--- src/hw/rtl/salru_pkg.sv ---
// salru_pkg: shared types, codes and defaults for the LRU tag-store core
// no dependencies; imported by every module of the block but salru_ram
`default_nettype none

package salru_pkg;

  // build-time defaults for the top-level parameters
  localparam int DEF_MAX_SET_BITS = 4;
  localparam int DEF_MAX_WAYS     = 4;

  // fixed field widths
  localparam int ADDR_W      = 64;
  localparam int TAG_W       = 64;
  localparam int STAMP_W     = 64;
  localparam int COUNT_W     = 32;
  localparam int SET_OUT_W   = 4;
  localparam int OP_W        = 2;
  localparam int CFG_IDX_W   = 2;
  localparam int CFG_DATA_W  = 6;
  localparam int QUEUE_DEPTH = 2;

  // operation codes
  localparam logic [OP_W-1:0] OP_LOAD   = 2'd0;
  localparam logic [OP_W-1:0] OP_STORE  = 2'd1;
  localparam logic [OP_W-1:0] OP_MODIFY = 2'd2;

  // configuration register indexes
  localparam logic [CFG_IDX_W-1:0] REG_SET_BITS    = 2'd0;
  localparam logic [CFG_IDX_W-1:0] REG_BLOCK_BITS  = 2'd1;
  localparam logic [CFG_IDX_W-1:0] REG_WAYS_IN_USE = 2'd2;

  // configuration registers as seen by front and back
  typedef struct packed {
    logic [2:0] set_bits;
    logic [5:0] block_bits;
    logic [2:0] ways_in_use;
  } cfg_t;

  // back-end sequencer states
  typedef enum logic [1:0] {
    BK_CLEAR,
    BK_IDLE,
    BK_SCAN,
    BK_UPDATE
  } bk_state_t;

endpackage

`default_nettype wire

--- src/hw/rtl/salru_queue.sv ---
// salru_queue: short FIFO of pending accesses between front and back
// depends on salru_pkg
`default_nettype none

module salru_queue #(
  parameter int WIDTH = 69
) (
  input  wire logic             clk,
  input  wire logic             rst,
  input  wire logic             push_valid,
  output logic                  push_ready,
  input  wire logic [WIDTH-1:0] push_data,
  output logic                  pop_valid,
  input  wire logic             pop,
  output logic      [WIDTH-1:0] pop_data
);

  import salru_pkg::*;

  localparam int PTR_W = (QUEUE_DEPTH > 1) ? $clog2(QUEUE_DEPTH) : 1;
  localparam int CNT_W = $clog2(QUEUE_DEPTH + 1);

  logic [WIDTH-1:0] slots [QUEUE_DEPTH];
  logic [PTR_W-1:0] wr_ptr;
  logic [PTR_W-1:0] rd_ptr;
  logic [CNT_W-1:0] count;
  logic             do_push;
  logic             do_pop;

  assign push_ready = (count != CNT_W'(QUEUE_DEPTH));
  assign pop_valid  = (count != '0);
  assign pop_data   = slots[rd_ptr];
  assign do_push    = push_valid && push_ready;
  assign do_pop     = pop && pop_valid;

  // pointers and fill level
  always_ff @(posedge clk) begin
    if (rst) begin
      wr_ptr <= '0;
      rd_ptr <= '0;
      count  <= '0;
    end else begin
      if (do_push) begin
        wr_ptr <= (wr_ptr == PTR_W'(QUEUE_DEPTH - 1)) ? '0 : wr_ptr + 1'b1;
      end
      if (do_pop) begin
        rd_ptr <= (rd_ptr == PTR_W'(QUEUE_DEPTH - 1)) ? '0 : rd_ptr + 1'b1;
      end
      if (do_push && !do_pop) begin
        count <= count + 1'b1;
      end else if (do_pop && !do_push) begin
        count <= count - 1'b1;
      end
    end
  end

  // entry storage
  always_ff @(posedge clk) begin
    if (do_push) begin
      slots[wr_ptr] <= push_data;
    end
  end

endmodule

`default_nettype wire

--- config.mk ---
export PLATFORM = sky130hd
export DESIGN_NAME = salru_queue
export DESIGN_NICKNAME = d
export VERILOG_FILES = /design/src/hw/rtl/salru_pkg.sv /design/src/hw/rtl/salru_queue.sv
export SDC_FILE = /design/constraint.sdc
export NUM_CORES = 1
export LEC_CHECK = 0
export BUFFER_PORTS_ARGS = -buffer_cell sky130_fd_sc_hd__clkbuf_2
export CORE_UTILIZATION = 50
export DETAILED_ROUTE_END_ITERATION = 10
export GPL_ROUTABILITY_DRIVEN = 0
export HOLD_SLACK_MARGIN = 0.08
export PLACE_DENSITY_LB_ADDON = 0.08
export SYNTH_ARGS = -nofsm -noshare
export SYNTH_HDL_FRONTEND = slang
export SYNTH_SLANG_ARGS = --single-unit
--- constraint.sdc ---
create_clock -name clk -period 3.6 [get_ports clk]
set_input_delay 0.18 -clock clk [delete_from_list [all_inputs] [get_ports clk]]
set_output_delay 0.18 -clock clk [all_outputs]
set_load 0.005 [all_outputs]
==> flow_summary.yaml <==
sta:
  max_slew_margin: 0.3124
  worst_pin_slew_ps: 1031
  setup_violations: 0
  clock_skew_ps: 8.284
  rsz0062_at_grt: "no"
  clock.fmax_ghz: 0.4293
  finalHoldViolCount: 0
  min_period_ps: 2329
  fin_hold_ws_ps: 121.3
  final_max_slew_viol_count: 0
  totalNegativeSetupSlack_ps: 0
  post-route-period-util: 0.6471
global_routing:
  grt_pass1_wl_um: 14370
  antenna_found_initial: 0
  grt_pass1_vias: 3109
  grt_max_degree: 70
  grt_overflow_total: 0
  grt_use_total: 0.1769
pwr:
  peakVddDrop_v: 0.0005038
  power_density_nw_per_um2: 651.5
  cellLeakagePower_nw: 2.852
synthesis:
  synth.area.top_cells: "edfxtp_1, mux2_2, mux2_4"
  synth_area_um2: 5240
  synth_warnings: 0
  avgSynthCellArea_um2: 21.92
  syn_nets: 313
  ys_ff_latch: 143
  ys_seq_area_frac: 0.8099
  ys_types: 19
  yosysTopAreaCellShare: 0.7908
  synth_top_area_cell: "edfxtp_1"
  synth_cells: 239
clock_tree:
  h-tree-depth: 4
  clk_path_buf_depth: 2
  cts_setup_buffers: 0
  cts_buffers: 17
  clock_latency_ps: 500
  clk_pin_slew_ps: 60
  cts_sinks: 143
  cts_tree: "done"
  root_buffer: "clkbuf_8"
critical_path:
  crit_type: "register to primary output"
  max_stage_delay_ps: 970
  start_kind: "register"
  crit_required_ps: 3420
  slowest_stage: "dfxtp_4"
  cp-end-kind: "primary output"
  worst_ep_arrival_time_ps: 2150
  cp.buffers_inverters: 1
  critPathTopFamily: "flip-flops"
  crit_path_cell_trace: "mux2_2 -> clkbuf_2"
  crit_path_max_fanout: 69
drt:
  highest_layer: "met4"
  vias: 2928
  vias_per_cell: 4.761
  drt-initial-drc-count: 80
  drt_first_pass_iters: 4
  wl_um: 9038
  drc: 0
  wl_met1_um: 3851
  drtAntennaViolNets: 0
  wl_per_cell_um: 14.70
  wl_met3_um: 510
  routed-wl-met2_um: 4588
die:
  num_rows: 37
  num_io_pins: 144
  dieArea_um2: 10890
  die_w_um: 104.4
  initial_core_util: 0.5122
  core_area_um2: 10230
  die_height_um: 104.4
worst_hold_path:
  hp-class: "input pin to register"
finish:
  antenna_cells: 0
  layout-drive-gt1-share: 0.5219
  instances_no_fill: 615
  final_cell_mix: "clkbuf_2, edfxtp_1, dlygate4sd3_1, mux2_2, clkbuf_16"
  syn_to_final_growth_pct: 40.52
  layout_commonest_cell: "clkbuf_2"
  nets: 540
placement:
  port_buffers: 143
  post-place-cells: 512
run_status:
  outcome: "completed"
job:
  drv_cap: 0
[worst paths after layout]
path / slack [ps] / end / startpoint / cells past startpoint
max reg2reg: 1510 / slots[0][50]$_DFFE_PP_ / count[0]$_SDFFE_PP0P_ / 4
min: 120 / rd_ptr$_SDFFE_PP0P_ / pop / 4
min reg2reg: 510 / rd_ptr$_SDFFE_PP0P_ / rd_ptr$_SDFFE_PP0P_ / 2
max: 1270 / pop_data[9] / register / 2
[state kept, by name (all words and copies together), names as in the netlist, named ones only]
name	flops
slots	138
count	2
rd_ptr	1
wr_ptr	1
[timing repair]
item / in CTS / in global routing
hold buffers: 71 / 0
resized for setup: 0 / 0
endpoints found under the hold margin: 143 / 0
[per-stage QoR]
step	setup slack [ps]	instance area (µm²)	power (W)	util
2_1_floorplan	903.4	5240	0.002793	-
3_3_place_gp	1507	6091	0.003161	0.5953
3_5_place_dp	1471	6091	0.003178	0.5953
4_1_cts	1265	7363	0.004859	0.7197
5_1_grt	1202	7363	0.005020	0.7197
6_report	1271	7363	0.004797	0.7197
[synth_stat cells (all sizes together)]
library cell / number
and3: 1
edfxtp: 138
nor2: 3
or2: 1
dfxtp: 5
inv: 1
a21bo: 1
xor2: 3
o21ai: 2
nand2b: 1
and2: 1
nand3b: 1
or3: 1
a21oi: 2
buf: 8
mux2: 69
ha: 1
[worst register-to-register path, cell delays in order (launching register included)]
cell      delay [ps]
dfxtp_1          390
nand2b_1         210
nand3b_1         130
inv_2            610
buf_4            420
[layer usage]
| layer | up-vias | global-route usage |
|---|---|---|
| li1 | 1406 | - |
| met1 | 1415 | 0.2100 |
| met2 | 99 | 0.2956 |
| met3 | 8 | 0.05827 |
| met4 | 0 | 0.07449 |
| met5 | - | 0 |
[cell type report]
type                    count  area, µm²
clock buffers              17      414.1
clock inverters            15      147.6
flip-flops and latches    143       4248
well taps                 136      170.2
inverters                   1      3.754
multi-input cells          87      938.4
fillers                   700       2868
repair buffers            216       1441
[cells by family (layout without fill, tap and decap cells)]
group,count (synthesis),after routing,synth area share
compound gates,5,5,0.005731
flops,143,143,0.8099
buf+inv,9,249,0.01194
fa+ha+maj,1,1,0.002387
xor+xnor,3,3,0.005015
mux,69,69,0.1554
simple gates,9,9,0.009555
[power breakdown]
group | switching (W) | internal, W | total (W)
sequential | 0.000164 | 0.00208 | 0.00225
combinational | 0.000379 | 0.000561 | 0.000940
clock | 0.000629 | 0.000979 | 0.00161
total | 0.00117 | 0.00362 | 0.00480
Note: power is estimated with default switching activity, not from simulation.
