--- config.mk ---
export PLATFORM = sky130hd
export DESIGN_NAME = salru_front
export DESIGN_NICKNAME = d
export VERILOG_FILES = /design/src/hw/rtl/salru_pkg.sv /design/src/hw/rtl/salru_front.sv
export SDC_FILE = /design/constraint.sdc
export NUM_CORES = 1
export LEC_CHECK = 0
export BUFFER_PORTS_ARGS = -buffer_cell sky130_fd_sc_hd__buf_2
export CAP_MARGIN = 30
export CORE_ASPECT_RATIO = 0.8
export CORE_MARGIN = 3
export CORE_UTILIZATION = 37
export CTS_CLUSTER_SIZE = 12
export DETAILED_ROUTE_END_ITERATION = 16
export HOLD_SLACK_MARGIN = 0.03
export PLACE_DENSITY_LB_ADDON = 0.1
export SYNTH_ARGS = -nofsm -noshare
export SYNTH_HDL_FRONTEND = slang
export SYNTH_SLANG_ARGS = --single-unit
--- constraint.sdc ---
create_clock -name clk -period 6.1 [get_ports clk]
set_clock_uncertainty 0.15 [all_clocks]
set_input_delay 1.22 -clock clk [delete_from_list [all_inputs] [get_ports clk]]
set_output_delay 1.22 -clock clk [all_outputs]
set_load 0.01 [all_outputs]
--- src/hw/rtl/salru_pkg.sv ---
// salru_pkg: shared types, codes and defaults for the LRU tag-store core
// no dependencies; imported by every module of the block but salru_ram
`default_nettype none

package salru_pkg;

  // build-time defaults for the top-level parameters
  localparam int DEF_MAX_SET_BITS = 4;
  localparam int DEF_MAX_WAYS     = 4;

  // fixed field widths
  localparam int ADDR_W      = 64;
  localparam int TAG_W       = 64;
  localparam int STAMP_W     = 64;
  localparam int COUNT_W     = 32;
  localparam int SET_OUT_W   = 4;
  localparam int OP_W        = 2;
  localparam int CFG_IDX_W   = 2;
  localparam int CFG_DATA_W  = 6;
  localparam int QUEUE_DEPTH = 2;

  // operation codes
  localparam logic [OP_W-1:0] OP_LOAD   = 2'd0;
  localparam logic [OP_W-1:0] OP_STORE  = 2'd1;
  localparam logic [OP_W-1:0] OP_MODIFY = 2'd2;

  // configuration register indexes
  localparam logic [CFG_IDX_W-1:0] REG_SET_BITS    = 2'd0;
  localparam logic [CFG_IDX_W-1:0] REG_BLOCK_BITS  = 2'd1;
  localparam logic [CFG_IDX_W-1:0] REG_WAYS_IN_USE = 2'd2;

  // configuration registers as seen by front and back
  typedef struct packed {
    logic [2:0] set_bits;
    logic [5:0] block_bits;
    logic [2:0] ways_in_use;
  } cfg_t;

  // back-end sequencer states
  typedef enum logic [1:0] {
    BK_CLEAR,
    BK_IDLE,
    BK_SCAN,
    BK_UPDATE
  } bk_state_t;

endpackage

`default_nettype wire

--- src/hw/rtl/salru_front.sv ---
// salru_front: accepts requests, derives set and tag, splits modify in two
// depends on salru_pkg
`default_nettype none

module salru_front #(
  parameter int MAX_SET_BITS = salru_pkg::DEF_MAX_SET_BITS,
  parameter int SET_W        = (MAX_SET_BITS > 0) ? MAX_SET_BITS : 1
) (
  input  wire logic                               clk,
  input  wire logic                               rst,
  input  wire salru_pkg::cfg_t                    cfg,
  input  wire logic                               in_valid,
  output logic                                    in_stall,
  input  wire logic [salru_pkg::OP_W-1:0]         operation,
  input  wire logic [salru_pkg::ADDR_W-1:0]       address,
  output logic                                    push_valid,
  input  wire logic                               push_ready,
  output logic [SET_W+salru_pkg::TAG_W:0]         push_data
);

  import salru_pkg::*;

  logic             hold_valid;
  logic             hold_two;
  logic [SET_W-1:0] hold_set;
  logic [TAG_W-1:0] hold_tag;

  logic [3:0]        sb_c;
  logic [6:0]        tag_shift;
  logic [SET_W-1:0]  set_mask;
  logic [ADDR_W-1:0] offset_shifted;
  logic [SET_W-1:0]  set_calc;
  logic [TAG_W-1:0]  tag_calc;
  logic              accept;
  logic              is_access;

  // set and tag from the address under the current configuration
  always_comb begin
    sb_c = (4'(cfg.set_bits) > 4'(MAX_SET_BITS)) ? 4'(MAX_SET_BITS) : 4'(cfg.set_bits);
    tag_shift = 7'(sb_c) + 7'(cfg.block_bits);
    set_mask = ~({SET_W{1'b1}} << sb_c);
    offset_shifted = address >> cfg.block_bits;
    set_calc = offset_shifted[SET_W-1:0] & set_mask;
    tag_calc = (tag_shift >= 7'd64) ? '0 : (address >> tag_shift[5:0]);
  end

  // one request held at a time; unknown codes are taken and dropped
  assign in_stall  = hold_valid;
  assign accept    = in_valid && !in_stall;
  assign is_access = (operation == OP_LOAD) || (operation == OP_STORE) ||
                     (operation == OP_MODIFY);

  assign push_valid = hold_valid;
  assign push_data  = {hold_set, hold_tag, !hold_two};

  // hold stage control
  always_ff @(posedge clk) begin
    if (rst) begin
      hold_valid <= 1'b0;
      hold_two   <= 1'b0;
    end else if (accept) begin
      hold_valid <= is_access;
      hold_two   <= (operation == OP_MODIFY);
    end else if (hold_valid && push_ready) begin
      if (hold_two) begin
        hold_two <= 1'b0;
      end else begin
        hold_valid <= 1'b0;
      end
    end
  end

  // hold stage payload
  always_ff @(posedge clk) begin
    if (accept) begin
      hold_set <= set_calc;
      hold_tag <= tag_calc;
    end
  end

endmodule

`default_nettype wire

==> results_dict.tcl, run 1 <==
set metrics [dict create \
    drc 0 \
    async_reset_ff_share_pct 0 \
    start_util_pct 38.3 \
    cts_htree_levels 3 \
    clock-sinks 70 \
    layout_common_cells "148 x buf_2, 146 x mux2i_1, 124 x nand2_1" \
    cp.required_ns 6.02 \
    slew_viol_final 0 \
    worst_slew_pin_slew_ns 1.08 \
    syn_nets 858 \
    slew_headroom_pct 28.0 \
    nNetsFinal 967 \
    whs_path_depth 2 \
    synth-simple-area-share_pct 11.4 \
    tns_ns 0 \
    synth_compound_area_share_pct 11.6 \
    synth-edff-count 68 \
    leakage_nw 3.89 \
    placed_area_um2 9330 \
    io_buffer_count 149 \
    cts_resized 0 \
    cp.arrival_ns 4.58 \
    powerDensity_nw_per_um2 242 \
    cp-end-kind "flop" \
    min_from "hold_two" \
    synth-seq-area-share_pct 24.7 \
    setup_viol 0 \
    grt_pass1_vias 7388 \
    switching_share_pct 38.6 \
    muxShareOfSynthArea_pct 44.7 \
    final_common_cell "buf_2" \
    post_cts_buffers 0 \
    drt-total-wl_um 28400 \
    detail-route-antenna-nets 0 \
    peakVddDrop_uv 131 \
    gp_congestion 0.915 \
    clkPwrFrac_pct 24.7 \
    clk_pin_slew_worst_paths_ns 0.06 \
    rows 48 \
    drt-initial-drc-count 843 \
    antenna_found_initial 0 \
    avgViaCountPerCell 6.19 \
    r2r_slack_ns 4.33 \
    cts_hold_buf 0 \
    firstDrtPassIters 6 \
    r2r-end "hold_tag[15]" \
    worst_setup_path_start_kind "primary input" \
    die_w_um 175 \
    status "finished clean" \
    wl_per_cell_um 23.9 \
    syn_inst 773 \
    p_int_mw 1.44 \
    yosys.area_share.xor_xnor_pct 0.877 \
    grt_max_degree 71 \
    grt_pass1_wl_um 44100 \
    n_antenna_cell 0 \
    hold_end "in_stall" \
    cts-buffers-inserted 9 \
    power_switching_uw 906 \
    cts_tree "done" \
    post-route-period-util_pct 76.5 \
    grtUsageTotal_pct 23.1 \
    r2r_start "in_stall" \
    maxCapViolCount 0 \
    min_period_ns 4.67 \
    netlist_area_um2 8410 \
    postLayoutCellArea_um2 9680 \
    synth_fa_ha_area_share_pct 0.446 \
    synth_cell_types 63 \
    r2r_cells 2 \
    io_pins 153 \
    avgSynthCellArea_um2 10.9 \
    cts_root_buf "clkbuf_16" \
    hold_violations 0 \
    power_frac_seq_pct 26.8 \
    yosys_warnings 0 \
    synth_top_family_by_area "multiplexers" \
    clock_latency_ns 0.35 \
    hold_path_class "reg -> reg" \
    drive_gt1_share_pct 35.9 \
    max_freq_ghz 0.214 \
    ys_ff_latch 70 \
    core_area_um2 22000 \
    dp_hpwl_um 21800 \
    die_area_um2 24600 \
    p_comb_share_pct 48.5 \
    cts_buffer_depth 2 \
    via_count 7353 \
    worst-setup-path-type "in -> reg" \
    area_growth_pct 15.0 \
    cp_max_fo 69 \
    rsz0062_at_grt "false" \
    synth_flop_cell "edfxtp_1" \
    die_y_um 141 \
    grt_remaining_overflow 0 \
]
## worst max path at each step
stage | from | end | slack, ns
after floorplan | in_valid | hold_two | 1.08
after global routing | cfg[11] | hold_tag[3] | 1.26
after CTS | cfg[11] | hold_tag[4] | 1.58
after detailed placement | cfg[11] | hold_tag[4] | 1.21
after global placement | cfg[11] | hold_tag[4] | 1.30
final | cfg[11] | hold_tag[4] | 1.43
## through the flow
stage	worst slack, ns	power, mW	cells	utilization [%]	hold slack (ns)
floorplan	1.08	1.42	773	-	0.304
global placement	1.30	1.74	1168	42.3	0.318
detailed placement	1.21	1.76	1170	42.5	0.341
CTS	1.58	2.35	1186	43.9	0.352
global route	1.26	2.48	1187	44.0	0.382
finish	1.43	2.34	1187	44.0	0.347
## cell usage after synthesis, types with 7 or more instances
master	number	share of area, %
mux2i_1	146	17
nand2_1	124	5.5
mux4_2	88	24
edfxtp_1	68	24
buf_2	31	1.8
nor2_1	29	1.3
mux2_2	25	3.3
nand3_1	23	1.4
a21oi_1	19	1.1
buf_4	18	1.6
o211ai_1	18	1.6
a22oi_1	16	1.4
clkbuf_1	13	0.58
o21ai_0	13	0.77
a32oi_1	10	1.0
buf_6	10	1.3
nand2b_1	9	0.67
nor4_1	9	0.67
nor2b_1	8	0.59
a31oi_1	7	0.52
o221ai_1	7	0.73
o22a_1	7	0.73
## power groups by stage
stage / logic, mW / registers [mW] / clock network [mW]
2_1_floorplan: 0.754 / 0.671 / 0
3_3_place_gp: 1.11 / 0.637 / 0
3_5_place_dp: 1.12 / 0.638 / 0
4_1_cts: 1.13 / 0.629 / 0.591
5_1_grt: 1.23 / 0.635 / 0.610
6_report: 1.14 / 0.628 / 0.579
## critical path: stages
cell and delay, ns:
buf_2 0.15, nand2b_1 0.22, xnor2_1 0.38, ha_4 0.80, mux4_2 0.43, mux2i_1 0.52
mux2i_1 0.22, a222oi_1 0.45, o21ai_1 0.13
## state kept, by name, summed over array words and instances (netlist names)
signal,flops
hold_two,1
in_stall,1
hold_set,4
hold_tag,64
## kinds of logic (layout without fill, tap and decap cells)
family	after synthesis	after routing
AOI/OAI and AO/OA	134	134
xor gates and xnor gates	5	5
adders and majority gates	3	3
buffers and inverters	83	197
DFF	70	70
muxes	261	261
and+or+nand+nor	217	217
## final cells by class
type,count,area [um2]
fillers,2165,12300
inverters,7,26.3
clock buffers,10,229
flip-flops and latches,70,2080
repair buffers,174,988
clock inverters,6,87.6
well taps,300,375
multi-input cells,620,5890
## metal layers
metal	vias up	track usage, %	wire, um
li1	3302	-	-
met5	-	0	0
met4	0	5.25	429
met1	3687	31.9	12300
met2	328	36.7	13200
met3	36	6.00	2500
Note: power is estimated with default switching activity, not from simulation.
==> run 2: changes to the inputs <==
clock period = 3.9 ns   (was 6.1 ns; I/O delays follow)
==> results_dict.tcl, run 2 (synthesis gave the netlist of run 1 again) <==
set metrics [dict create \
    slew_viol_final 0 \
    clock_latency_ns 0.34 \
    grtUsageTotal_pct 23.6 \
    start_util_pct 38.3 \
    nFillCells 2128 \
    nNetsFinal 1029 \
    setup_viol 0 \
    area_growth_pct 20.8 \
    drt-total-wl_um 29100 \
    drive_gt1_share_pct 40.0 \
    io_pins 153 \
    layout_common_cells "148 x buf_2, 146 x mux2i_1, 124 x nand2_1" \
    rows 48 \
    grt_pass1_wl_um 45000 \
    fin_util_pct 46.2 \
    cts_hold_buf 0 \
    slew_headroom_pct 40.9 \
    dp_hpwl_um 22800 \
    largest_register_ffs 64 \
    hold_path_class "reg -> reg" \
    avgViaCountPerCell 5.95 \
    endpoint "hold_tag[4]" \
    drc 0 \
    cts_tree "done" \
    cts_root_buf "clkbuf_16" \
    r2r-end "hold_tag[63]" \
    cts_htree_levels 3 \
    peakVddDrop_uv 214 \
    max_freq_ghz 0.283 \
    cp.required_ns 3.82 \
    worst-setup-path-type "in -> reg" \
    core_area_um2 22000 \
    worst_path_most_repeated_cell "mux2i_1" \
    min_period_ns 3.53 \
    rsz0062_at_grt "false" \
    n_antenna_cell 0 \
    firstDrtPassIters 6 \
    post_cts_buffers 0 \
    worst_setup_path_start_kind "primary input" \
    leakage_nw 4.18 \
    worst_slew_pin_slew_ns 0.882 \
    via_count 7433 \
    r2r_slack_ns 2.23 \
    drt-initial-drc-count 598 \
    clock-sinks 70 \
    cts-buffers-inserted 9 \
    wl_per_cell_um 23.3 \
    r2r_cells 2 \
    crit_chain "buf_2 -> nand2b_1 -> xnor2_1 -> ha_4 -> buf_4 -> mux4_2 -> mux2i_1 -> mux2i_1 -> a222oi_1 -> o21ai_1" \
    final_common_cell "buf_2" \
    cp.arrival_ns 3.46 \
    whs_ns 0.352 \
    r2r_start "in_stall" \
    grt_remaining_overflow 0 \
    hold_violations 0 \
    detail-route-antenna-nets 0 \
    cp-end-kind "flop" \
    status "finished clean" \
    grt_max_degree 67 \
    place_ws_ns 0.0221 \
    die_y_um 141 \
    die_area_um2 24600 \
    post-route-period-util_pct 90.6 \
    antenna_found_initial 0 \
    cts_buffer_depth 2 \
    largest_registers "hold_tag x64, hold_set x4" \
    cp_slowest_stage_delay_ns 0.50 \
    critical_path.slowest_cell "ha_4" \
    grt_pass1_vias 7609 \
    die_w_um 175 \
    crit_start "cfg[11]" \
    powerDensity_nw_per_um2 372 \
    cts_resized 0 \
    power_mw 3.78 \
    finalWorstSetupSlack_ns 0.367 \
    io_buffer_count 149 \
    largest_register "hold_tag" \
    gp_congestion 0.904 \
    clk_pin_slew_worst_paths_ns 0.07 \
    tns_ns 0 \
    cp_max_fo 23 \
    maxCapViolCount 0 \
]
-- run 2: cell count changes in the layout (fill, tap and decap cells not counted), sizes merged --
| cell | before | now |
|---|---|---|
| buf | 174 | 236 |
| bufinv | 2 | 1 |
| clkinv | 5 | 1 |
| inv | 6 | 8 |
| clkinvlp | 0 | 3 |
-- run 2: worst max-delay path: cells and delay by family --
kind                       cells  cell delay (ns)
muxes                          3             0.93
AOI/OAI and AO/OA              2             0.45
xor gates and xnor gates       1             0.18
and+or+nand+nor                1             0.18
buffers and inverters          2             0.40
adders and majority gates      1             0.50
-- run 2: area by class of cell --
cell class / count / area, um2 / share of cell area, %
timing repair buffer: 236 / 1500 / 14.7
multi-input combinational: 620 / 5890 / 57.9
clock inverter: 6 / 70.1 / 0.689
sequential: 70 / 2080 / 20.5
inverter: 7 / 26.3 / 0.258
tap: 300 / 375 / 3.69
clock buffer: 10 / 229 / 2.25
-- run 2: how the worst min path moves through the flow --
stage,startpoint,end,cells after the start
6_report,hold_two,in_stall,2
5_1_grt,hold_two,hold_two,2
4_1_cts,hold_two,in_stall,2
3_5_place_dp,hold_two,in_stall,2
3_3_place_gp,hold_two,in_stall,2
2_1_floorplan,hold_two,hold_two,2
-- run 2: layer usage --
metal  part of all wire (%)  wire length (um)  track usage [%]
met3                    7.9              2290             5.17
met5                      0                 0                0
met2                     47             13500             37.9
met1                     45             12900             33.3
met4                   0.99               287             4.07
-- run 2: per-stage QoR --
stage	instances	area (um2)
finish	1249	10200
global route	1249	10200
CTS	1249	10200
detailed placement	1233	9870
global placement	1232	9850
floorplan	773	8420
-- run 2: report_power, final --
group / switching (mW) / internal [mW] / leakage [nW]
combinational: 1.09 / 0.861 / 3.36
sequential: 0.0237 / 0.956 / 0.689
clock: 0.355 / 0.501 / 0.136
total: 1.47 / 2.32 / 4.18
